--- src/design/lts_pkg.sv ---
// lts_pkg: shared types, token kind codes, character codes and keyword table
// for the lua token scanner. No dependencies.
package lts_pkg;

    localparam int SRC_BYTES_DEF = 1048576;
    localparam int MAX_LVL_DEF   = 15;
    localparam int KEYWORD_CHARS = 8;
    localparam int MAX_RESULTS   = 12;
    localparam int KW_COUNT      = 21;
    localparam int LVL_W         = 5;   // open level, up to 31
    localparam int CLS_W         = 6;   // close level, up to 63
    localparam int Q_DEPTH       = 4;

    // token kinds
    localparam logic [5:0] K_PLUS     = 6'd21;
    localparam logic [5:0] K_MINUS    = 6'd22;
    localparam logic [5:0] K_STAR     = 6'd23;
    localparam logic [5:0] K_SLASH    = 6'd24;
    localparam logic [5:0] K_PERCENT  = 6'd25;
    localparam logic [5:0] K_CARET    = 6'd26;
    localparam logic [5:0] K_HASH     = 6'd27;
    localparam logic [5:0] K_EQ       = 6'd28;
    localparam logic [5:0] K_LE       = 6'd29;
    localparam logic [5:0] K_GE       = 6'd30;
    localparam logic [5:0] K_LT       = 6'd31;
    localparam logic [5:0] K_GT       = 6'd32;
    localparam logic [5:0] K_NE       = 6'd33;
    localparam logic [5:0] K_ASSIGN   = 6'd34;
    localparam logic [5:0] K_LPAREN   = 6'd35;
    localparam logic [5:0] K_RPAREN   = 6'd36;
    localparam logic [5:0] K_LBRACE   = 6'd37;
    localparam logic [5:0] K_RBRACE   = 6'd38;
    localparam logic [5:0] K_LBRACKET = 6'd39;
    localparam logic [5:0] K_RBRACKET = 6'd40;
    localparam logic [5:0] K_SEMI     = 6'd41;
    localparam logic [5:0] K_COLON    = 6'd42;
    localparam logic [5:0] K_COMMA    = 6'd43;
    localparam logic [5:0] K_DOT      = 6'd44;
    localparam logic [5:0] K_DOT2     = 6'd45;
    localparam logic [5:0] K_DOT3     = 6'd46;
    localparam logic [5:0] K_NUMBER   = 6'd47;
    localparam logic [5:0] K_STRING   = 6'd48;
    localparam logic [5:0] K_NAME     = 6'd49;
    localparam logic [5:0] K_EOF      = 6'd50;
    localparam logic [5:0] K_ERROR    = 6'd51;
    localparam logic [5:0] K_UNTERM   = 6'd52;
    localparam logic [5:0] K_BADNUM   = 6'd53;

    // characters
    localparam logic [7:0] CH_LF    = 8'h0A;
    localparam logic [7:0] CH_CR    = 8'h0D;
    localparam logic [7:0] CH_TAB   = 8'h09;
    localparam logic [7:0] CH_SP    = 8'h20;
    localparam logic [7:0] CH_EQ    = 8'h3D;
    localparam logic [7:0] CH_LT    = 8'h3C;
    localparam logic [7:0] CH_GT    = 8'h3E;
    localparam logic [7:0] CH_TILDE = 8'h7E;
    localparam logic [7:0] CH_LBR   = 8'h5B;
    localparam logic [7:0] CH_RBR   = 8'h5D;
    localparam logic [7:0] CH_DOT   = 8'h2E;
    localparam logic [7:0] CH_DASH  = 8'h2D;
    localparam logic [7:0] CH_PLUS  = 8'h2B;
    localparam logic [7:0] CH_DQ    = 8'h22;
    localparam logic [7:0] CH_SQ    = 8'h27;
    localparam logic [7:0] CH_BSL   = 8'h5C;
    localparam logic [7:0] CH_USCORE = 8'h5F;
    localparam logic [7:0] CH_ZERO  = 8'h30;
    localparam logic [8:0] END_MARK = 9'h100;

    // keywords, right aligned, first character highest
    localparam logic [63:0] KW_TEXT [KW_COUNT] = '{
        "and", "break", "do", "else", "elseif", "end", "false", "for",
        "function", "if", "in", "local", "nil", "not", "or", "repeat",
        "return", "then", "true", "until", "while"
    };
    localparam logic [3:0] KW_LEN [KW_COUNT] = '{
        4'd3, 4'd5, 4'd2, 4'd4, 4'd6, 4'd3, 4'd5, 4'd3, 4'd8, 4'd2, 4'd2,
        4'd5, 4'd3, 4'd3, 4'd2, 4'd6, 4'd6, 4'd4, 4'd4, 4'd5, 4'd5
    };

    typedef struct packed {
        logic [5:0]  kind;
        logic [19:0] start;
        logic [19:0] len;
        logic [15:0] line;
        logic [15:0] col;
        logic        last;
    } t_token;

    typedef struct packed {
        logic   v0;
        t_token d0;
        logic   v1;
        t_token d1;
    } t_push;

    function automatic logic [5:0] kw_kind(input logic [63:0] wb, input logic [3:0] wl);
        logic [5:0] k;
        k = K_NAME;
        for (int i = 0; i < KW_COUNT; i++) begin
            if (wl == KW_LEN[i] && wb == KW_TEXT[i]) k = 6'(i);
        end
        return k;
    endfunction

    function automatic logic [15:0] sat_inc16(input logic [15:0] x);
        return (x == 16'hFFFF) ? x : x + 16'd1;
    endfunction

endpackage

--- src/design/lts_if.sv ---
// lts_if: stream interfaces for source bytes in and token records out.
// No dependencies.
interface lts_in_if;
    logic       valid;
    logic       ready;
    logic [7:0] char_byte;
    logic       byte_valid;
    logic       end_of_source;
    modport source(output valid, char_byte, byte_valid, end_of_source, input ready);
    modport sink(input valid, char_byte, byte_valid, end_of_source, output ready);
endinterface

interface lts_out_if;
    logic        valid;
    logic        ready;
    logic [5:0]  token_kind;
    logic [19:0] start_offset;
    logic [19:0] lexeme_length;
    logic [15:0] line_number;
    logic [15:0] column_number;
    logic        last_of_run;
    modport source(output valid, token_kind, start_offset, lexeme_length, line_number,
                   column_number, last_of_run, input ready);
    modport sink(input valid, token_kind, start_offset, lexeme_length, line_number,
                 column_number, last_of_run, output ready);
endinterface

--- src/design/lts_front.sv ---
// lts_front: accepts source bytes and runs the scanner state machine, one
// character step per cycle while the queue has room for two records, pushing
// token records into the queue. Depends on lts_pkg and lts_in_if.
module lts_front import lts_pkg::*; #(
    parameter int SOURCE_BYTES      = SRC_BYTES_DEF,
    parameter int MAX_BRACKET_LEVEL = MAX_LVL_DEF
) (
    input  logic       i_clk,
    input  logic       i_rst_n,
    lts_in_if.sink     i_in,
    input  logic       i_space2,
    output t_push      o_push
);
    localparam int OFF_W = $clog2(SOURCE_BYTES);
    localparam logic [OFF_W:0]     SRC_N = (OFF_W + 1)'(SOURCE_BYTES);
    localparam logic [LVL_W-1:0]   MAX_L = LVL_W'(MAX_BRACKET_LEVEL);
    localparam logic [3:0]         KW_N  = 4'(KEYWORD_CHARS);
    localparam logic [3:0]         CAP   = 4'(MAX_RESULTS);

    typedef enum logic [4:0] {
        M_IDLE, M_NAME, M_ZERO, M_INT, M_INT_DOT, M_FRAC, M_FRAC_DOT, M_BADNUM,
        M_EXP, M_EXP_SIGN, M_EXP_DIG, M_HEX0, M_HEX, M_DOT1, M_DOT2, M_OP2,
        M_DASH, M_CMT_START, M_CMT_BR, M_CMT_SHORT, M_CMT_LONG, M_CMT_CLOSE,
        M_BR_OPEN, M_LSTR, M_LSTR_CLOSE, M_STR
    } t_mode;

    typedef enum logic {PH_IDLE, PH_RUN} t_phase;

    function automatic logic [OFF_W-1:0] f_next(input logic [OFF_W-1:0] x);
        logic [OFF_W:0] s;
        s = {1'b0, x} + (OFF_W + 1)'(1);
        return (s >= SRC_N) ? '0 : s[OFF_W-1:0];
    endfunction

    function automatic logic [19:0] f_span(input logic [OFF_W-1:0] a,
                                           input logic [OFF_W-1:0] b);
        logic [OFF_W:0] d;
        if (b >= a) d = {1'b0, b} - {1'b0, a};
        else d = {1'b0, b} + SRC_N - {1'b0, a};
        return 20'(d);
    endfunction

    t_phase            r_phase, n_phase;
    t_mode             r_mode, n_mode;
    logic [OFF_W-1:0]  r_ts, n_ts, r_off, n_off, r_dot_off, n_dot_off, r_rp_off, n_rp_off;
    logic [15:0]       r_line, n_line, r_col, n_col, r_sl, n_sl, r_sc, n_sc;
    logic [15:0]       r_dot_col, n_dot_col, r_rp_col, n_rp_col;
    logic [63:0]       r_wb, n_wb;
    logic [3:0]        r_wl, n_wl, r_cnt, n_cnt;
    logic [LVL_W-1:0]  r_bl, n_bl, r_rp_cnt, n_rp_cnt;
    logic [CLS_W-1:0]  r_cl, n_cl;
    logic              r_quote, n_quote, r_esc, n_esc, r_eos, n_eos;
    logic [19:0]       r_crlf, n_crlf;
    logic [8:0]        r_ch, n_ch;
    logic [7:0]        r_rp_ch, n_rp_ch;
    logic              r_hold_v, n_hold_v;
    t_token            r_hold, n_hold;

    logic              is_idle, empty_item, step_do, rp_act, cur_eos;
    logic [8:0]        cur_c, c;
    logic [7:0]        ch;
    logic              isb, is_dig, is_alp, is_hex, esc_hit;
    logic [OFF_W-1:0]  p_off, p_next;
    logic [15:0]       p_col;
    logic              h_emit, h_rescan, h_unterm, h_rp_start;
    logic [5:0]        h_kind;
    logic [OFF_W-1:0]  h_start, h_end, h_rp_off;
    logic [15:0]       h_line, h_col, h_rp_col;
    logic [LVL_W-1:0]  h_rp_n;
    logic [7:0]        h_rp_ch, quote_ch;
    logic [19:0]       h_len;
    logic              done_char, fin, fin_end, tok_ok;
    logic [3:0]        cnt_base;
    t_token            tok;

    assign is_idle    = (r_phase == PH_IDLE);
    assign i_in.ready = is_idle && i_space2;
    assign empty_item = is_idle && !i_in.byte_valid && !i_in.end_of_source;
    assign step_do    = (is_idle ? i_in.valid : 1'b1) && i_space2 && !empty_item;
    assign cur_c      = is_idle ? (i_in.byte_valid ? {1'b0, i_in.char_byte} : END_MARK) : r_ch;
    assign cur_eos    = is_idle ? i_in.end_of_source : r_eos;
    assign rp_act     = (r_rp_cnt != '0);
    assign c          = rp_act ? {1'b0, r_rp_ch} : cur_c;
    assign p_off      = rp_act ? r_rp_off : r_off;
    assign p_col      = rp_act ? r_rp_col : r_col;
    assign p_next     = f_next(p_off);
    assign ch         = c[7:0];
    assign isb        = !c[8];
    assign is_dig     = isb && (ch inside {["0":"9"]});
    assign is_alp     = isb && (ch inside {["a":"z"], ["A":"Z"]});
    assign is_hex     = is_dig || (isb && (ch inside {["a":"f"], ["A":"F"]}));
    assign quote_ch   = r_quote ? CH_SQ : CH_DQ;
    assign esc_hit    = r_esc && (ch inside {"n", "t", "r", CH_BSL, CH_SQ, CH_DQ});
    assign cnt_base   = is_idle ? 4'd0 : r_cnt;

    // one scanner step on the selected character
    always_comb begin
        n_mode = r_mode; n_ts = r_ts; n_sl = r_sl; n_sc = r_sc; n_wb = r_wb; n_wl = r_wl;
        n_bl = r_bl; n_cl = r_cl; n_quote = r_quote; n_esc = r_esc; n_crlf = r_crlf;
        n_dot_off = r_dot_off; n_dot_col = r_dot_col;
        h_emit = 1'b0; h_kind = K_ERROR; h_start = r_ts; h_end = p_off;
        h_line = r_sl; h_col = r_sc; h_rescan = 1'b0; h_unterm = 1'b0;
        h_rp_start = 1'b0; h_rp_n = '0; h_rp_ch = CH_EQ; h_rp_off = r_ts; h_rp_col = r_sc;
        case (r_mode)
            M_NAME: begin
                if (is_alp || is_dig || (isb && ch == CH_USCORE)) begin
                    if (r_wl < KW_N) n_wb = {r_wb[55:0], ch};
                    if (r_wl <= KW_N) n_wl = r_wl + 4'd1;
                end else begin
                    h_emit = 1'b1; h_kind = kw_kind(r_wb, r_wl);
                    n_mode = M_IDLE; h_rescan = 1'b1;
                end
            end
            M_ZERO: begin
                if (isb && (ch == "x" || ch == "X")) n_mode = M_HEX0;
                else begin n_mode = M_INT; h_rescan = 1'b1; end
            end
            M_INT, M_FRAC: begin
                if (is_dig) begin
                end else if (isb && ch == CH_DOT) begin
                    n_dot_off = p_off; n_dot_col = p_col;
                    n_mode = (r_mode == M_INT) ? M_INT_DOT : M_FRAC_DOT;
                end else if (isb && (ch == "e" || ch == "E")) begin
                    n_mode = M_EXP;
                end else begin
                    h_emit = 1'b1; h_kind = K_NUMBER; n_mode = M_IDLE; h_rescan = 1'b1;
                end
            end
            M_INT_DOT, M_FRAC_DOT: begin
                if (is_dig) n_mode = (r_mode == M_INT_DOT) ? M_FRAC : M_BADNUM;
                else begin
                    // number ends before the dot, dot is scanned again
                    h_emit = 1'b1; h_kind = K_NUMBER; h_end = r_dot_off;
                    n_mode = M_IDLE; h_rescan = 1'b1;
                    h_rp_start = 1'b1; h_rp_n = LVL_W'(1); h_rp_ch = CH_DOT;
                    h_rp_off = r_dot_off; h_rp_col = r_dot_col;
                end
            end
            M_BADNUM, M_EXP_DIG, M_HEX: begin
                if ((r_mode == M_HEX) ? is_hex : is_dig) begin
                end else begin
                    h_emit = 1'b1; h_kind = (r_mode == M_BADNUM) ? K_BADNUM : K_NUMBER;
                    n_mode = M_IDLE; h_rescan = 1'b1;
                end
            end
            M_EXP, M_EXP_SIGN: begin
                if (r_mode == M_EXP && isb && (ch == CH_PLUS || ch == CH_DASH))
                    n_mode = M_EXP_SIGN;
                else if (is_dig) n_mode = M_EXP_DIG;
                else begin
                    h_emit = 1'b1; h_kind = K_ERROR; n_mode = M_IDLE; h_rescan = 1'b1;
                end
            end
            M_HEX0: begin
                if (is_hex) n_mode = M_HEX;
                else begin
                    h_emit = 1'b1; h_kind = K_ERROR; n_mode = M_IDLE; h_rescan = 1'b1;
                end
            end
            M_DOT1: begin
                if (isb && ch == CH_DOT) n_mode = M_DOT2;
                else begin
                    h_emit = 1'b1; h_kind = K_DOT; n_mode = M_IDLE; h_rescan = 1'b1;
                end
            end
            M_DOT2: begin
                h_emit = 1'b1; n_mode = M_IDLE;
                if (isb && ch == CH_DOT) begin h_kind = K_DOT3; h_end = p_next; end
                else begin h_kind = K_DOT2; h_rescan = 1'b1; end
            end
            M_OP2: begin
                h_emit = 1'b1; n_mode = M_IDLE;
                if (isb && ch == CH_EQ) begin
                    h_end = p_next;
                    h_kind = (r_wb[7:0] == CH_EQ) ? K_EQ : (r_wb[7:0] == CH_LT) ? K_LE :
                             (r_wb[7:0] == CH_GT) ? K_GE : K_NE;
                end else begin
                    h_rescan = 1'b1;
                    h_kind = (r_wb[7:0] == CH_EQ) ? K_ASSIGN : (r_wb[7:0] == CH_LT) ? K_LT :
                             (r_wb[7:0] == CH_GT) ? K_GT : K_ERROR;
                end
            end
            M_DASH: begin
                if (isb && ch == CH_DASH) n_mode = M_CMT_START;
                else begin
                    h_emit = 1'b1; h_kind = K_MINUS; n_mode = M_IDLE; h_rescan = 1'b1;
                end
            end
            M_CMT_START: begin
                if (isb && ch == CH_LBR) begin n_mode = M_CMT_BR; n_bl = '0; end
                else begin n_mode = M_CMT_SHORT; h_rescan = 1'b1; end
            end
            M_CMT_BR, M_BR_OPEN: begin
                if (isb && ch == CH_EQ && r_bl < MAX_L) n_bl = r_bl + LVL_W'(1);
                else if (isb && ch == CH_LBR) n_mode = (r_mode == M_CMT_BR) ? M_CMT_LONG : M_LSTR;
                else if (r_mode == M_CMT_BR) begin
                    n_mode = M_CMT_SHORT; h_rescan = 1'b1;
                end else begin
                    // failed long open: left bracket, then the equals signs again
                    h_emit = 1'b1; h_kind = K_LBRACKET; h_end = f_next(r_ts);
                    n_mode = M_IDLE; h_rescan = 1'b1;
                    h_rp_start = 1'b1; h_rp_n = r_bl; h_rp_ch = CH_EQ;
                    h_rp_off = f_next(r_ts); h_rp_col = sat_inc16(r_sc);
                end
            end
            M_CMT_SHORT: begin
                if (!isb || ch == CH_LF) begin n_mode = M_IDLE; h_rescan = 1'b1; end
            end
            M_CMT_LONG, M_LSTR: begin
                if (!isb) begin
                    n_mode = M_IDLE;
                    if (r_mode == M_LSTR) begin
                        h_emit = 1'b1; h_kind = K_ERROR; h_rescan = 1'b1;
                    end
                end else if (ch == CH_RBR) begin
                    n_mode = (r_mode == M_LSTR) ? M_LSTR_CLOSE : M_CMT_CLOSE;
                    n_cl = '0;
                end
            end
            M_CMT_CLOSE, M_LSTR_CLOSE: begin
                if (!isb) begin
                    n_mode = M_IDLE;
                    if (r_mode == M_LSTR_CLOSE) begin
                        h_emit = 1'b1; h_kind = K_ERROR; h_rescan = 1'b1;
                    end
                end else if (ch == CH_EQ) begin
                    if (r_cl <= CLS_W'(MAX_L)) n_cl = r_cl + CLS_W'(1);
                end else if (ch == CH_RBR) begin
                    if (r_cl == CLS_W'(r_bl)) begin
                        n_mode = M_IDLE;
                        if (r_mode == M_LSTR_CLOSE) begin
                            h_emit = 1'b1; h_kind = K_STRING; h_end = p_next;
                        end
                    end else n_cl = '0;
                end else begin
                    n_mode = (r_mode == M_LSTR_CLOSE) ? M_LSTR : M_CMT_LONG;
                    h_rescan = 1'b1;
                end
            end
            M_STR: begin
                if (!isb) begin
                    h_emit = 1'b1; h_kind = K_UNTERM; h_unterm = 1'b1;
                    n_mode = M_IDLE; h_rescan = 1'b1;
                end else if (esc_hit) begin
                    n_esc = 1'b0; n_crlf = '0;
                end else begin
                    n_esc = 1'b0;
                    if (ch == quote_ch) begin
                        h_emit = 1'b1; h_kind = K_STRING; h_end = p_next; n_mode = M_IDLE;
                    end else if (ch == CH_BSL) begin
                        n_esc = 1'b1; n_crlf = '0;
                    end else if (ch == CH_LF || ch == CH_CR) begin
                        if (r_crlf != 20'hFFFFF) n_crlf = r_crlf + 20'd1;
                    end else n_crlf = '0;
                end
            end
            default: begin
                // between tokens
                n_mode = M_IDLE;
                if (isb && !(ch inside {CH_SP, CH_TAB, CH_CR, CH_LF})) begin
                    n_ts = p_off; n_sl = r_line; n_sc = p_col;
                    h_start = p_off; h_end = p_next; h_line = r_line; h_col = p_col;
                    if (is_alp || ch == CH_USCORE) begin
                        n_mode = M_NAME; n_wb = {56'd0, ch}; n_wl = 4'd1;
                    end else if (is_dig) begin
                        n_mode = (ch == CH_ZERO) ? M_ZERO : M_INT;
                    end else begin
                        case (ch)
                            "(": begin h_emit = 1'b1; h_kind = K_LPAREN; end
                            ")": begin h_emit = 1'b1; h_kind = K_RPAREN; end
                            "{": begin h_emit = 1'b1; h_kind = K_LBRACE; end
                            "}": begin h_emit = 1'b1; h_kind = K_RBRACE; end
                            CH_RBR: begin h_emit = 1'b1; h_kind = K_RBRACKET; end
                            ";": begin h_emit = 1'b1; h_kind = K_SEMI; end
                            ":": begin h_emit = 1'b1; h_kind = K_COLON; end
                            ",": begin h_emit = 1'b1; h_kind = K_COMMA; end
                            CH_PLUS: begin h_emit = 1'b1; h_kind = K_PLUS; end
                            "*": begin h_emit = 1'b1; h_kind = K_STAR; end
                            "/": begin h_emit = 1'b1; h_kind = K_SLASH; end
                            "%": begin h_emit = 1'b1; h_kind = K_PERCENT; end
                            "^": begin h_emit = 1'b1; h_kind = K_CARET; end
                            "#": begin h_emit = 1'b1; h_kind = K_HASH; end
                            CH_LBR: begin n_mode = M_BR_OPEN; n_bl = '0; end
                            CH_EQ, CH_LT, CH_GT, CH_TILDE: begin
                                n_mode = M_OP2; n_wb = {56'd0, ch};
                            end
                            CH_DOT: n_mode = M_DOT1;
                            CH_DASH: n_mode = M_DASH;
                            CH_DQ, CH_SQ: begin
                                n_mode = M_STR; n_quote = (ch == CH_SQ);
                                n_esc = 1'b0; n_crlf = '0;
                            end
                            default: begin h_emit = 1'b1; h_kind = K_ERROR; end
                        endcase
                    end
                end
            end
        endcase
        h_len = f_span(h_start, h_end);
        if (h_unterm && (r_crlf < h_len)) h_len = h_len - r_crlf;
    end

    // sequencing of replay, rescan, position advance and token release
    always_comb begin
        n_phase = r_phase; n_off = r_off; n_line = r_line; n_col = r_col;
        n_ch = r_ch; n_eos = r_eos; n_rp_cnt = r_rp_cnt; n_rp_ch = r_rp_ch;
        n_rp_off = r_rp_off; n_rp_col = r_rp_col; n_cnt = r_cnt;
        n_hold_v = r_hold_v; n_hold = r_hold;
        done_char = 1'b0; fin = 1'b0; fin_end = 1'b0; tok_ok = 1'b0;
        tok = '0;
        o_push = '0;
        if (step_do) begin
            if (h_rp_start && h_rp_n != '0) begin
                n_rp_cnt = h_rp_n; n_rp_ch = h_rp_ch; n_rp_off = h_rp_off; n_rp_col = h_rp_col;
            end else if (rp_act) begin
                if (!h_rescan) begin
                    n_rp_cnt = r_rp_cnt - LVL_W'(1);
                    n_rp_off = f_next(r_rp_off);
                    n_rp_col = sat_inc16(r_rp_col);
                end
            end else if (!h_rescan) begin
                done_char = 1'b1;
            end
            n_ch = cur_c; n_eos = cur_eos; n_phase = PH_RUN;
            if (done_char) begin
                if (!cur_c[8]) begin
                    n_off = f_next(r_off);
                    if (cur_c[7:0] == CH_LF) begin
                        n_line = sat_inc16(r_line); n_col = 16'd1;
                    end else n_col = sat_inc16(r_col);
                    if (cur_eos) n_ch = END_MARK;
                    else fin = 1'b1;
                end else begin
                    fin = 1'b1; fin_end = 1'b1;
                    n_off = '0; n_line = 16'd1; n_col = 16'd1;
                end
            end
            if (fin) n_phase = PH_IDLE;

            if (fin_end) begin
                tok.kind = K_EOF; tok.start = 20'(r_off); tok.len = '0;
                tok.line = r_line; tok.col = r_col;
            end else begin
                tok.kind = h_kind; tok.start = 20'(h_start); tok.len = h_len;
                tok.line = h_line; tok.col = h_col;
            end
            tok_ok = (fin_end || h_emit) && (cnt_base < CAP);
            n_cnt = cnt_base + {3'd0, tok_ok};

            // a token waits in the hold slot until it is known whether it is last
            if (tok_ok && !fin) begin
                o_push.v0 = r_hold_v; o_push.d0 = r_hold;
                n_hold_v = 1'b1; n_hold = tok;
            end else if (tok_ok) begin
                tok.last = 1'b1;
                if (r_hold_v) begin
                    o_push.v0 = 1'b1; o_push.d0 = r_hold; o_push.v1 = 1'b1; o_push.d1 = tok;
                end else begin
                    o_push.v0 = 1'b1; o_push.d0 = tok;
                end
                n_hold_v = 1'b0;
            end else if (fin && r_hold_v) begin
                o_push.v0 = 1'b1; o_push.d0 = r_hold; o_push.d0.last = 1'b1;
                n_hold_v = 1'b0;
            end
        end
    end

    always_ff @(posedge i_clk) begin
        if (!i_rst_n) begin
            r_phase <= PH_IDLE; r_mode <= M_IDLE; r_ts <= '0; r_off <= '0;
            r_line <= 16'd1; r_col <= 16'd1; r_sl <= 16'd1; r_sc <= 16'd1;
            r_wb <= '0; r_wl <= '0; r_bl <= '0; r_cl <= '0; r_quote <= 1'b0;
            r_esc <= 1'b0; r_crlf <= '0; r_dot_off <= '0; r_dot_col <= 16'd1;
            r_ch <= '0; r_eos <= 1'b0; r_rp_cnt <= '0; r_rp_ch <= '0;
            r_rp_off <= '0; r_rp_col <= 16'd1; r_cnt <= '0; r_hold_v <= 1'b0;
            r_hold <= '0;
        end else begin
            r_phase <= n_phase; r_off <= n_off; r_line <= n_line; r_col <= n_col;
            r_ch <= n_ch; r_eos <= n_eos; r_rp_cnt <= n_rp_cnt; r_rp_ch <= n_rp_ch;
            r_rp_off <= n_rp_off; r_rp_col <= n_rp_col; r_cnt <= n_cnt;
            r_hold_v <= n_hold_v; r_hold <= n_hold;
            if (step_do && fin_end) begin
                r_mode <= M_IDLE; r_ts <= '0; r_sl <= 16'd1; r_sc <= 16'd1;
                r_wb <= '0; r_wl <= '0; r_bl <= '0; r_cl <= '0; r_quote <= 1'b0;
                r_esc <= 1'b0; r_crlf <= '0; r_dot_off <= '0; r_dot_col <= 16'd1;
            end else if (step_do) begin
                r_mode <= n_mode; r_ts <= n_ts; r_sl <= n_sl; r_sc <= n_sc;
                r_wb <= n_wb; r_wl <= n_wl; r_bl <= n_bl; r_cl <= n_cl;
                r_quote <= n_quote; r_esc <= n_esc; r_crlf <= n_crlf;
                r_dot_off <= n_dot_off; r_dot_col <= n_dot_col;
            end
        end
    end

endmodule

--- src/design/lts_queue.sv ---
// lts_queue: short token queue between scanner and output stage, two
// writes and one read per cycle. Depends on lts_pkg.
module lts_queue import lts_pkg::*; (
    input  logic   i_clk,
    input  logic   i_rst_n,
    input  t_push  i_push,
    input  logic   i_pop,
    output t_token o_head,
    output logic   o_nonempty,
    output logic   o_space2
);
    localparam int QP_W = $clog2(Q_DEPTH);
    localparam int QC_W = QP_W + 1;

    t_token            r_mem [Q_DEPTH];
    logic [QP_W-1:0]   r_wr, r_rd;
    logic [QC_W-1:0]   r_count, n_count;

    assign o_head     = r_mem[r_rd];
    assign o_nonempty = (r_count != '0);
    assign o_space2   = (r_count <= QC_W'(Q_DEPTH - 2));
    assign n_count    = r_count + QC_W'(i_push.v0) + QC_W'(i_push.v1) - QC_W'(i_pop);

    always_ff @(posedge i_clk) begin
        if (i_push.v0) r_mem[r_wr] <= i_push.d0;
        if (i_push.v1) r_mem[r_wr + QP_W'(1)] <= i_push.d1;
    end

    always_ff @(posedge i_clk) begin
        if (!i_rst_n) begin
            r_wr <= '0; r_rd <= '0; r_count <= '0;
        end else begin
            r_wr <= r_wr + QP_W'(i_push.v0) + QP_W'(i_push.v1);
            r_rd <= r_rd + QP_W'(i_pop);
            r_count <= n_count;
        end
    end

`ifndef SYNTHESIS
    a_pair_order: assert property (@(posedge i_clk) disable iff (!i_rst_n)
        i_push.v1 |-> i_push.v0) else $error("second write without first");
    a_no_overflow: assert property (@(posedge i_clk) disable iff (!i_rst_n)
        i_push.v0 |-> r_count <= QC_W'(Q_DEPTH - 2)) else $error("queue overflow");
    a_pop_nonempty: assert property (@(posedge i_clk) disable iff (!i_rst_n)
        i_pop |-> r_count != '0) else $error("pop from empty queue");
    a_count_step: assert property (@(posedge i_clk) disable iff (!i_rst_n)
        !i_push.v0 && !i_pop |=> $stable(r_count)) else $error("count moved while idle");
`endif

endmodule

--- src/design/lts_back.sv ---
// lts_back: output register that drains the token queue onto the result
// channel. Depends on lts_pkg and lts_out_if.
module lts_back import lts_pkg::*; (
    input  logic       i_clk,
    input  logic       i_rst_n,
    input  t_token     i_head,
    input  logic       i_nonempty,
    output logic       o_pop,
    lts_out_if.source  o_out
);
    logic   r_valid;
    t_token r_tok;

    assign o_pop = i_nonempty && (!r_valid || o_out.ready);

    always_ff @(posedge i_clk) begin
        if (!i_rst_n) r_valid <= 1'b0;
        else if (o_pop) r_valid <= 1'b1;
        else if (o_out.ready) r_valid <= 1'b0;
    end

    always_ff @(posedge i_clk) begin
        if (o_pop) r_tok <= i_head;
    end

    assign o_out.valid         = r_valid;
    assign o_out.token_kind    = r_tok.kind;
    assign o_out.start_offset  = r_tok.start;
    assign o_out.lexeme_length = r_tok.len;
    assign o_out.line_number   = r_tok.line;
    assign o_out.column_number = r_tok.col;
    assign o_out.last_of_run   = r_tok.last;

endmodule

--- src/design/lua_token_scanner_top.sv ---
// Lua token scanner top level. Source bytes come in on i_in, one item per
// handshake; token records leave on o_out. The front scanner steps one
// character per cycle while the queue has room for two records, and a
// four-entry queue parts it from the output register. Each rescan of a byte
// that closed a token, each replayed byte after a failed long open (one per
// equals sign) or after a number ending at a dot, and the flush and end
// token on end_of_source each take a scanner step of their own.
// A released token passes through the queue and then the output register;
// a token is released once the word that ends it is processed, the last
// one of a word carrying last_of_run.
// When o_out stalls, the queue fills and i_in.ready drops until two queue
// entries are free; no token is lost.
// Reset (i_rst_n low, synchronous) returns to line 1, column 1, offset 0 and
// empties the queue and output register. end_of_source also returns the
// scanner to that state after the end token.
// Depends on lts_pkg, lts_if, lts_front, lts_queue and lts_back.
module lua_token_scanner_top import lts_pkg::*; #(
    parameter int SOURCE_BYTES      = SRC_BYTES_DEF,
    parameter int MAX_BRACKET_LEVEL = MAX_LVL_DEF
) (
    input  logic      i_clk,
    input  logic      i_rst_n,
    lts_in_if.sink    i_in,
    lts_out_if.source o_out
);
    t_push  push;
    t_token head;
    logic   space2, nonempty, pop;

    lts_front #(
        .SOURCE_BYTES      (SOURCE_BYTES),
        .MAX_BRACKET_LEVEL (MAX_BRACKET_LEVEL)
    ) u_front (
        .i_clk    (i_clk),
        .i_rst_n  (i_rst_n),
        .i_in     (i_in),
        .i_space2 (space2),
        .o_push   (push)
    );

    lts_queue u_queue (
        .i_clk      (i_clk),
        .i_rst_n    (i_rst_n),
        .i_push     (push),
        .i_pop      (pop),
        .o_head     (head),
        .o_nonempty (nonempty),
        .o_space2   (space2)
    );

    lts_back u_back (
        .i_clk      (i_clk),
        .i_rst_n    (i_rst_n),
        .i_head     (head),
        .i_nonempty (nonempty),
        .o_pop      (pop),
        .o_out      (o_out)
    );

endmodule

--- src/flat_wrapper.sv ---
// flat-port wrapper written by rule: the top's interface ports become plain ports
module lua_token_scanner_top_flat import lts_pkg::*;
#(
    parameter int SOURCE_BYTES      = SRC_BYTES_DEF,
    parameter int MAX_BRACKET_LEVEL = MAX_LVL_DEF
)
  (i_clk, i_rst_n, i_in_valid, i_in_char_byte, i_in_byte_valid, i_in_end_of_source, i_in_ready, o_out_valid, o_out_token_kind, o_out_start_offset, o_out_lexeme_length, o_out_line_number, o_out_column_number, o_out_last_of_run, o_out_ready);
  lts_in_if i_in_i ();
  lts_out_if o_out_i ();
  input  logic i_clk;
  input  logic i_rst_n;
  input wire logic [$bits(i_in_i.valid)-1:0] i_in_valid;
  input wire logic [$bits(i_in_i.char_byte)-1:0] i_in_char_byte;
  input wire logic [$bits(i_in_i.byte_valid)-1:0] i_in_byte_valid;
  input wire logic [$bits(i_in_i.end_of_source)-1:0] i_in_end_of_source;
  output wire logic [$bits(i_in_i.ready)-1:0] i_in_ready;
  output wire logic [$bits(o_out_i.valid)-1:0] o_out_valid;
  output wire logic [$bits(o_out_i.token_kind)-1:0] o_out_token_kind;
  output wire logic [$bits(o_out_i.start_offset)-1:0] o_out_start_offset;
  output wire logic [$bits(o_out_i.lexeme_length)-1:0] o_out_lexeme_length;
  output wire logic [$bits(o_out_i.line_number)-1:0] o_out_line_number;
  output wire logic [$bits(o_out_i.column_number)-1:0] o_out_column_number;
  output wire logic [$bits(o_out_i.last_of_run)-1:0] o_out_last_of_run;
  input wire logic [$bits(o_out_i.ready)-1:0] o_out_ready;
  assign i_in_i.valid = i_in_valid;
  assign i_in_i.char_byte = i_in_char_byte;
  assign i_in_i.byte_valid = i_in_byte_valid;
  assign i_in_i.end_of_source = i_in_end_of_source;
  assign i_in_ready = i_in_i.ready;
  assign o_out_valid = o_out_i.valid;
  assign o_out_token_kind = o_out_i.token_kind;
  assign o_out_start_offset = o_out_i.start_offset;
  assign o_out_lexeme_length = o_out_i.lexeme_length;
  assign o_out_line_number = o_out_i.line_number;
  assign o_out_column_number = o_out_i.column_number;
  assign o_out_last_of_run = o_out_i.last_of_run;
  assign o_out_i.ready = o_out_ready;
  lua_token_scanner_top #(.SOURCE_BYTES(SOURCE_BYTES), .MAX_BRACKET_LEVEL(MAX_BRACKET_LEVEL)) u_core (.i_clk(i_clk), .i_rst_n(i_rst_n), .i_in(i_in_i), .o_out(o_out_i));
endmodule
--- config.mk ---
export PLATFORM = sky130hd
export DESIGN_NAME = lua_token_scanner_top_flat
export DESIGN_NICKNAME = d
export VERILOG_FILES = /design/src/design/lts_pkg.sv /design/src/design/lts_if.sv /design/src/design/lts_front.sv /design/src/design/lts_queue.sv /design/src/design/lts_back.sv /design/src/design/lua_token_scanner_top.sv /design/src/flat_wrapper.sv
export SDC_FILE = /design/constraint.sdc
export NUM_CORES = 2
export LEC_CHECK = 0
export BUFFER_PORTS_ARGS = -buffer_cell sky130_fd_sc_hd__buf_4
export CORE_AREA = 2 2 293 295
export CTS_CLUSTER_SIZE = 40
export DETAILED_ROUTE_END_ITERATION = 7
export DIE_AREA = 0 0 295 297
export PLACE_DENSITY = 0.84
export RECOVER_POWER = 50
export SLEW_MARGIN = 10
export SYNTH_ARGS = -nofsm -noshare
export SYNTH_HDL_FRONTEND = slang
export SYNTH_HIERARCHICAL = 1
export SYNTH_SLANG_ARGS = --single-unit
--- constraint.sdc ---
create_clock -name i_clk -period 10.95 [get_ports i_clk]
set_input_delay 1.6425 -clock i_clk [delete_from_list [all_inputs] [get_ports i_clk]]
set_output_delay 1.6425 -clock i_clk [all_outputs]
set_load 0.03 [all_outputs]
; ---- Yosys cells after proc, flatten, opt, wreduce, memory -nomap -nowiden
; Memory sizes are Yosys's and may differ from the RTL's. A register that Yosys moved wholly into a read port is not among the register bits.
; Index checks and enable logic that the tools add are counted.
[word_totals]
n_memories = 1
ramBits = 316
wordCells = 633
reg_bits = 397
[memory_table]
columns = name, depth, word_bits, read_ports, rd_ports_with_merged_regs, write_ports, line
row1 = u_core.u_queue.r_mem, 4, 79, 1, 1, 2, lts_queue.sv:15  ; t_token r_mem [Q_DEPTH];
[classes]
eq_ne = 133
n_addsub = 25
mux = 285
bitwise_logic = 8
n_lt_le_gt_ge = 20
reduce_logical = 127
[ops]
columns = op, count
row1 = $mux W20, 42
row2 = $mux W80, 6
row3 = $mux W64, 6
row4 = $eq A64 B23 Y1 const B, 5
row5 = $eq A64 B39 Y1 const B, 5
row6 = $mux W16, 20
row7 = $eq A64 B15 Y1 const B, 4
row8 = $mux W6, 39
row9 = $mux W5, 45
row10 = $eq A64 B31 Y1 const B, 3
row11 = $eq A64 B47 Y1 const B, 3
row12 = $eq A8 B6 Y1 const B, 22
row13 = $mux W160, 1
row14 = $pmux W20 S7, 1
row15 = $pmux W64 S2, 1
row16 = $eq A8 B7 Y1 const B, 15
row17 = $add A20 B1 Y21 const B, 4
row18 = $ge A21 B21 Y1 const B, 4
row19 = $pmux W6 S14, 1
row20 = $pmux W20 S2, 2
row21 = $pmux W5 S16, 1
row22 = $mux W79, 1
row23 = $mux W78, 1
row24 = $mux W1, 73
row25 = 83 further kinds, 293

; ---- Longest topological paths before layout
[depth]
depth_word = 33
ltp_mapped = 42

; ---- Cells and area by module
; Netlist, hierarchy kept.
[modules_own_cells]
columns = module, cells_each, instances, area_each_um2
row1 = lts_front, 3895, 1, 28200.8
row2 = lts_queue, 805, 1, 15518.6
row3 = lts_back, 83, 1, 2419.8

; ---- Worst setup path before layout
; No wires, ideal clock.
[synth_path]
path_kind = input port to flip-flop
start = in i_in_byte_valid
end = mem u_core/u_queue/r_mem[0][0] (netlist bit), enable pin
setup_time_ps = 633
cell_stages = 16
arrival_time_ps = 10550
path_slack_ps = -233
path_cell_list = buf_2 -> nor4bb_1 -> o211a_1 -> nand4_4 -> and3_1 -> a2111oi_2 -> and3_1 -> buf_4 -> nand3_2 -> nor2b_1 -> clkbuf_1 -> clkbuf_1 -> o21ai_0 -> a21oi_1 -> inv_1 -> o31ai_1
[synth_lines]
columns = item, line
row1 = from (decl), flat_wrapper.sv:14  ; input wire logic [$bits(i_in_i.byte_valid)-1:0] i_in_byte_valid;
row2 = to (decl), lts_queue.sv:15

; ---- Worst setup path in the final report
[layout_path]
start = reg u_core.u_front.r_rp_cnt[0]
end = reg u_core/u_front/r_hold[28] (netlist bit)
[layout_via]
elab_chain_len = 20
[layout_rtl]
columns = item, line
row1 = from (decl), lts_front.sv:50  ; logic [LVL_W-1:0] r_bl, n_bl, r_rp_cnt, n_rp_cnt;
row2 = from (signal assigned), lts_front.sv:380  ; r_ch <= n_ch; r_eos <= n_eos; r_rp_cnt <= n_rp_cnt; r_rp_ch <= n_rp_ch;
row3 = $reduce_bool A5 Y1 (*), lts_front.sv:82  ; assign rp_act = (r_rp_cnt != '0);
row4 = $mux W9, lts_front.sv:83  ; assign c = rp_act ? {1'b0, r_rp_ch} : cur_c;
row5 = "$ge A8 B7 Y1, or another cell as far along", "lts_front.sv:90, lts_front.sv:91"
row6 = $logic_and A1 B1 Y1 (on tied branches), "lts_front.sv:91, lts_front.sv:90"
row7 = $reduce_bool A2 Y1 (on tied branches), "lts_front.sv:91, lts_front.sv:90"
row8 = $logic_and A1 B1 Y1 (on tied branches), "lts_front.sv:91, lts_front.sv:90"
row9 = $logic_or A1 B1 Y1 (on tied branches), "lts_front.sv:91, lts_front.sv:106"
row10 = $mux W1 or $logic_or A1 B1 Y1 (tied branches), "lts_front.sv:140, lts_front.sv:106"
row11 = (+4 left out), n/a
row12 = $mux W1, lts_front.sv:313  ; if (h_rp_start && h_rp_n != '0) begin
row13 = $mux W1, lts_front.sv:312  ; if (step_do) begin
row14 = $mux W1, lts_front.sv:325  ; if (done_char) begin
row15 = $mux W1, lts_front.sv:312
row16 = $logic_or A1 B1 Y1, lts_front.sv:347  ; tok_ok = (fin_end || h_emit) && (cnt_base < CAP);
row17 = $logic_and A1 B1 Y1, lts_front.sv:347
row18 = $logic_and A1 B1 Y1, lts_front.sv:351  ; if (tok_ok && !fin) begin
row19 = $reduce_and A2 Y1 (no source line), n/a
row20 = to (signal assigned), lts_front.sv:382  ; r_hold_v <= n_hold_v; r_hold <= n_hold;
row21 = to (decl), lts_front.sv:57  ; t_token r_hold, n_hold;
; Mark *: on every way between the ends. The rest lies on a longest branch, timed or not. The select of a mux whose other input is x is not followed.
; A chain may end at the register's enable or synchronous reset.

==> results by group <==
Timing
  • Final Max Tran Viols: 644
  • Clock skew: approximately 59 ps
  • Final hold vios: 0
  • Min cycle time layout: 10630 ps
  • Setup Viol. Count Final: 0
  • Fmax: between 90 and 100 MHz
  • Worst Max-Slew Pin Slew: 4240 ps
  • RSZ-0062 raised after global routing: no
  • Fin crit share: 0.971
  • Slew HR: -1.86
  • Setup TNS: 0 ps

Global routing
  • Largest net degree at the start of global routing: between 100 and 150
  • Grt ovf: 0
  • Antenna violations before repair: 4
  • Global Route Usage Sum: 0.344
  • First-pass GRT wire length: roughly 230000 µm
  • Vias in the first global route: approximately 40000

Critical path
  • Critical path depth: 17
  • Setup crit start kind: register
  • Worst path bufs/invs: 5
  • Worst path cell trace: inv_1 -> ha_1 -> or4b_2 -> buf_4 -> nor3_1 -> a311o_1 -> nand2_1 -> clkbuf_1 -> a211oi_1 -> o21ai_0 -> nor3_1 -> nand3_1 -> and2_1 -> clkbuf_2 -> nor2_1 -> clkbuf_1 -> a211oi_1
  • Crit-path slowest cell: clkbuf_1
  • Critical Path Fanout Max: 38
  • CP endpoint kind: register
  • CP peak stage delay: approximately 1900 ps
  • CP required: ~11000 ps
  • Crit Path Category: register to register
  • Worst EP arrival: between 10000 and 15000 ps
  • Crit path max-delay family: simple AND/OR/NAND/NOR gates
  • FF-to-FF path depth: 17

Route
  • Drt pass-1 iters: 6
  • Drt via density: between 6 and 7
  • First DRT Iteration DRCs: between 5000 and 6000
  • Wire per inst: between 20 and 30 µm
  • ANT nets after route: 0
  • Vias post-DR: around 41000
  • Detailed-route DRC error count: 0
  • Total Wirelength: ~150000 µm

Yosys
  • Yosys cell types: roughly 110
  • Number of synthesized register bits: slightly below 800
  • Syn Nets: 4867
  • Synth Flop Type: edfxtp_1
  • Async set or reset register ratio after synthesis: 0
  • Netlist Area Pre-Place: around 46000 µm²
  • Register area share after synthesis: 0.427
  • Synthesized area per cell: roughly 9.6 µm²
  • EDFF count, synth: a little under 400
  • Synthesis warning total: 6
  • Synth Instances: about 4800

Die
  • Num ports: 95
  • Die width: 295 µm
  • Die Ht: ~300 µm
  • Site Rows: around 110
  • Starting Density: 0.546
  • Die area: about 90000 µm²
  • CORE AREA: ~84000 µm²

Min path
  • WHS Path Cells: 2
  • Hold WC Path Type: register to register

Run status
  • Outcome: finished, violations left
  • Failing checks: max-capacitance violations, max-slew violations

Clock tree
  • Root Buffer: clkbuf_16
  • Clock transition at path regs: around 80 ps
  • Clock Tree Buf Depth: 3
  • Clk_lat worst skew: approximately 700 ps
  • Post-CTS Hold Buffers: 0
  • TritonCTS Sinks: 787
  • CTS tree: done
  • CTS buffer count: 81
  • H-tree level count: 3

Placement
  • Buffers added on ports: 94
  • RD Place Congestion: about 1.1
  • Post-DP HPWL: approximately 100000 µm

Layout
  • Fraction of final layout cells sized beyond drive strength 1: 0.161
  • NumNets Final: approximately 4800
  • Number of fill cells: 6955
  • Area Growth Syn to Fin: 9.00%

Job
  • Max cap viols: 16
## kinds of logic after synthesis
logic type                 synth area share
buffers and inverters                0.0386
AOI/OAI and AO/OA                     0.184
and+or+nand+nor                       0.174
DFF                                   0.427
adders and majority gates            0.0202
xor gates and xnor gates             0.0232
muxes                                 0.133
## tightest hold or removal path: stages, from the launching register on
cell and delay, ps:
dfxtp_1 310, nand2_1 50, a21oi_1 50
## synth_stat cells (70+ instances only)
master,number,share of area
dfxtp_1,392,0.17
buf_2,81,0.0088
and3_1,72,0.0098
mux2i_1,70,0.015
nor2_1,459,0.037
a21oi_1,374,0.041
nand3_1,204,0.022
clkbuf_1,223,0.018
edfxtp_1,395,0.26
mux4_2,79,0.039
mux2_2,314,0.077
nor3_1,92,0.010
a211oi_1,144,0.023
xnor2_1,72,0.014
o21ai_0,249,0.027
nand2_1,439,0.036
inv_1,76,0.0062
## layer usage
| metal | share of wire | GRT usage | wire length (µm) | vias to the layer above |
|---|---|---|---|---|
| met5 | 0.00023 | 0 | 36 | - |
| met4 | 0.064 | 0.183 | 9940 | 6 |
| met3 | 0.12 | 0.0798 | 18000 | 668 |
| met2 | 0.44 | 0.529 | 68400 | 2851 |
| met1 | 0.38 | 0.450 | 58300 | 19500 |
| li1 | - | - | - | 18000 |
## area by class of cell
type,instances,area (µm²),share of cell area
Multi-Input combinational cell,3575,24800,0.492
Sequential cell,787,19700,0.392
Clock buffer,107,2210,0.0440
Tap cell,1144,1430,0.0285
Timing Repair Buffer,219,1290,0.0256
Clock inverter,44,602,0.0120
Inverter,76,287,0.00570
Antenna cell,1,2.50,0.0000498
## placed cells by master, fill, tap and decap left out, types with 62 or more instances in the layout
cell	netlist	routed
a21oi_1	374	376
edfxtp_1	395	395
ha_1	64	64
nand2_1	439	436
nand3_1	204	205
inv_1	76	75
clkbuf_1	223	115
clkbuf_16	0	81
and3_1	72	72
o21ai_0	249	251
nor2_1	459	456
mux4_2	79	79
buf_4	13	119
mux2i_1	70	70
nor3_1	92	91
a211oi_1	144	144
dfxtp_1	392	391
nor4_1	64	62
mux2_2	314	314
xnor2_1	72	72
## worst paths after layout
check	startpoint	to	slack (ps)
worst max-delay path	u_core/u_front/r_rp_cnt[0]$_SDFFE_PN0P_	u_core/u_front/r_hold[28]$_SDFFE_PN0P_	320
worst min-delay path	u_core/u_front/r_wb[59]$_SDFFE_PP0P_	u_core/u_front/r_wb[59]$_SDFFE_PP0P_	450
worst max register to register	u_core/u_front/r_rp_cnt[0]$_SDFFE_PN0P_	u_core/u_front/r_hold[28]$_SDFFE_PN0P_	320
worst min register to register	u_core/u_front/r_wb[59]$_SDFFE_PP0P_	u_core/u_front/r_wb[59]$_SDFFE_PP0P_	450
## timing repair
item	4_1_cts	5_1_grt
endpoints found under the setup margin	0	6
resized for setup	0	1
buffers inserted	0	0
## metrics by stage
step	utilization	area, µm²	hold slack, ps	setup WS, ps	std cells
after floorplan	-	46100	432	1380	4783
after global placement	0.567	47900	437	677	5801
after detailed placement	0.567	47900	448	550	5801
after CTS	0.601	50700	455	960	5952
after global routing	0.595	50300	472	31.8	5952
final	0.595	50300	453	320	5953
## sequential cells by signal, summed over array words and instances (netlist names), 5 cells and up
name / cells
u_core/u_front/r_rp_cnt: 5
u_core/u_back/o_out.start_offset: 20
u_core/u_back/o_out.token_kind: 6
u_core/u_front/r_wb: 64
u_core/u_front/r_rp_off: 20
u_core/u_front/r_bl: 5
u_core/u_front/r_dot_off: 20
u_core/u_front/r_col: 16
u_core/u_front/r_hold: 78
u_core/u_front/r_sl: 16
u_core/u_front/r_crlf: 20
u_core/u_back/o_out.line_number: 16
u_core/u_queue/r_mem: 316
u_core/u_back/o_out.column_number: 16
u_core/u_front/r_ts: 20
u_core/u_front/r_cl: 6
u_core/u_front/r_mode: 5
u_core/u_front/r_dot_col: 16
u_core/u_front/r_rp_col: 16
u_core/u_front/r_off: 20
u_core/u_front/r_line: 16
u_core/u_front/r_sc: 16
u_core/u_front/r_ch: 9
u_core/u_back/o_out.lexeme_length: 20
Power is not shown: default switching activity piles up to over one toggle a cycle in this logic, so the estimate is an artifact.
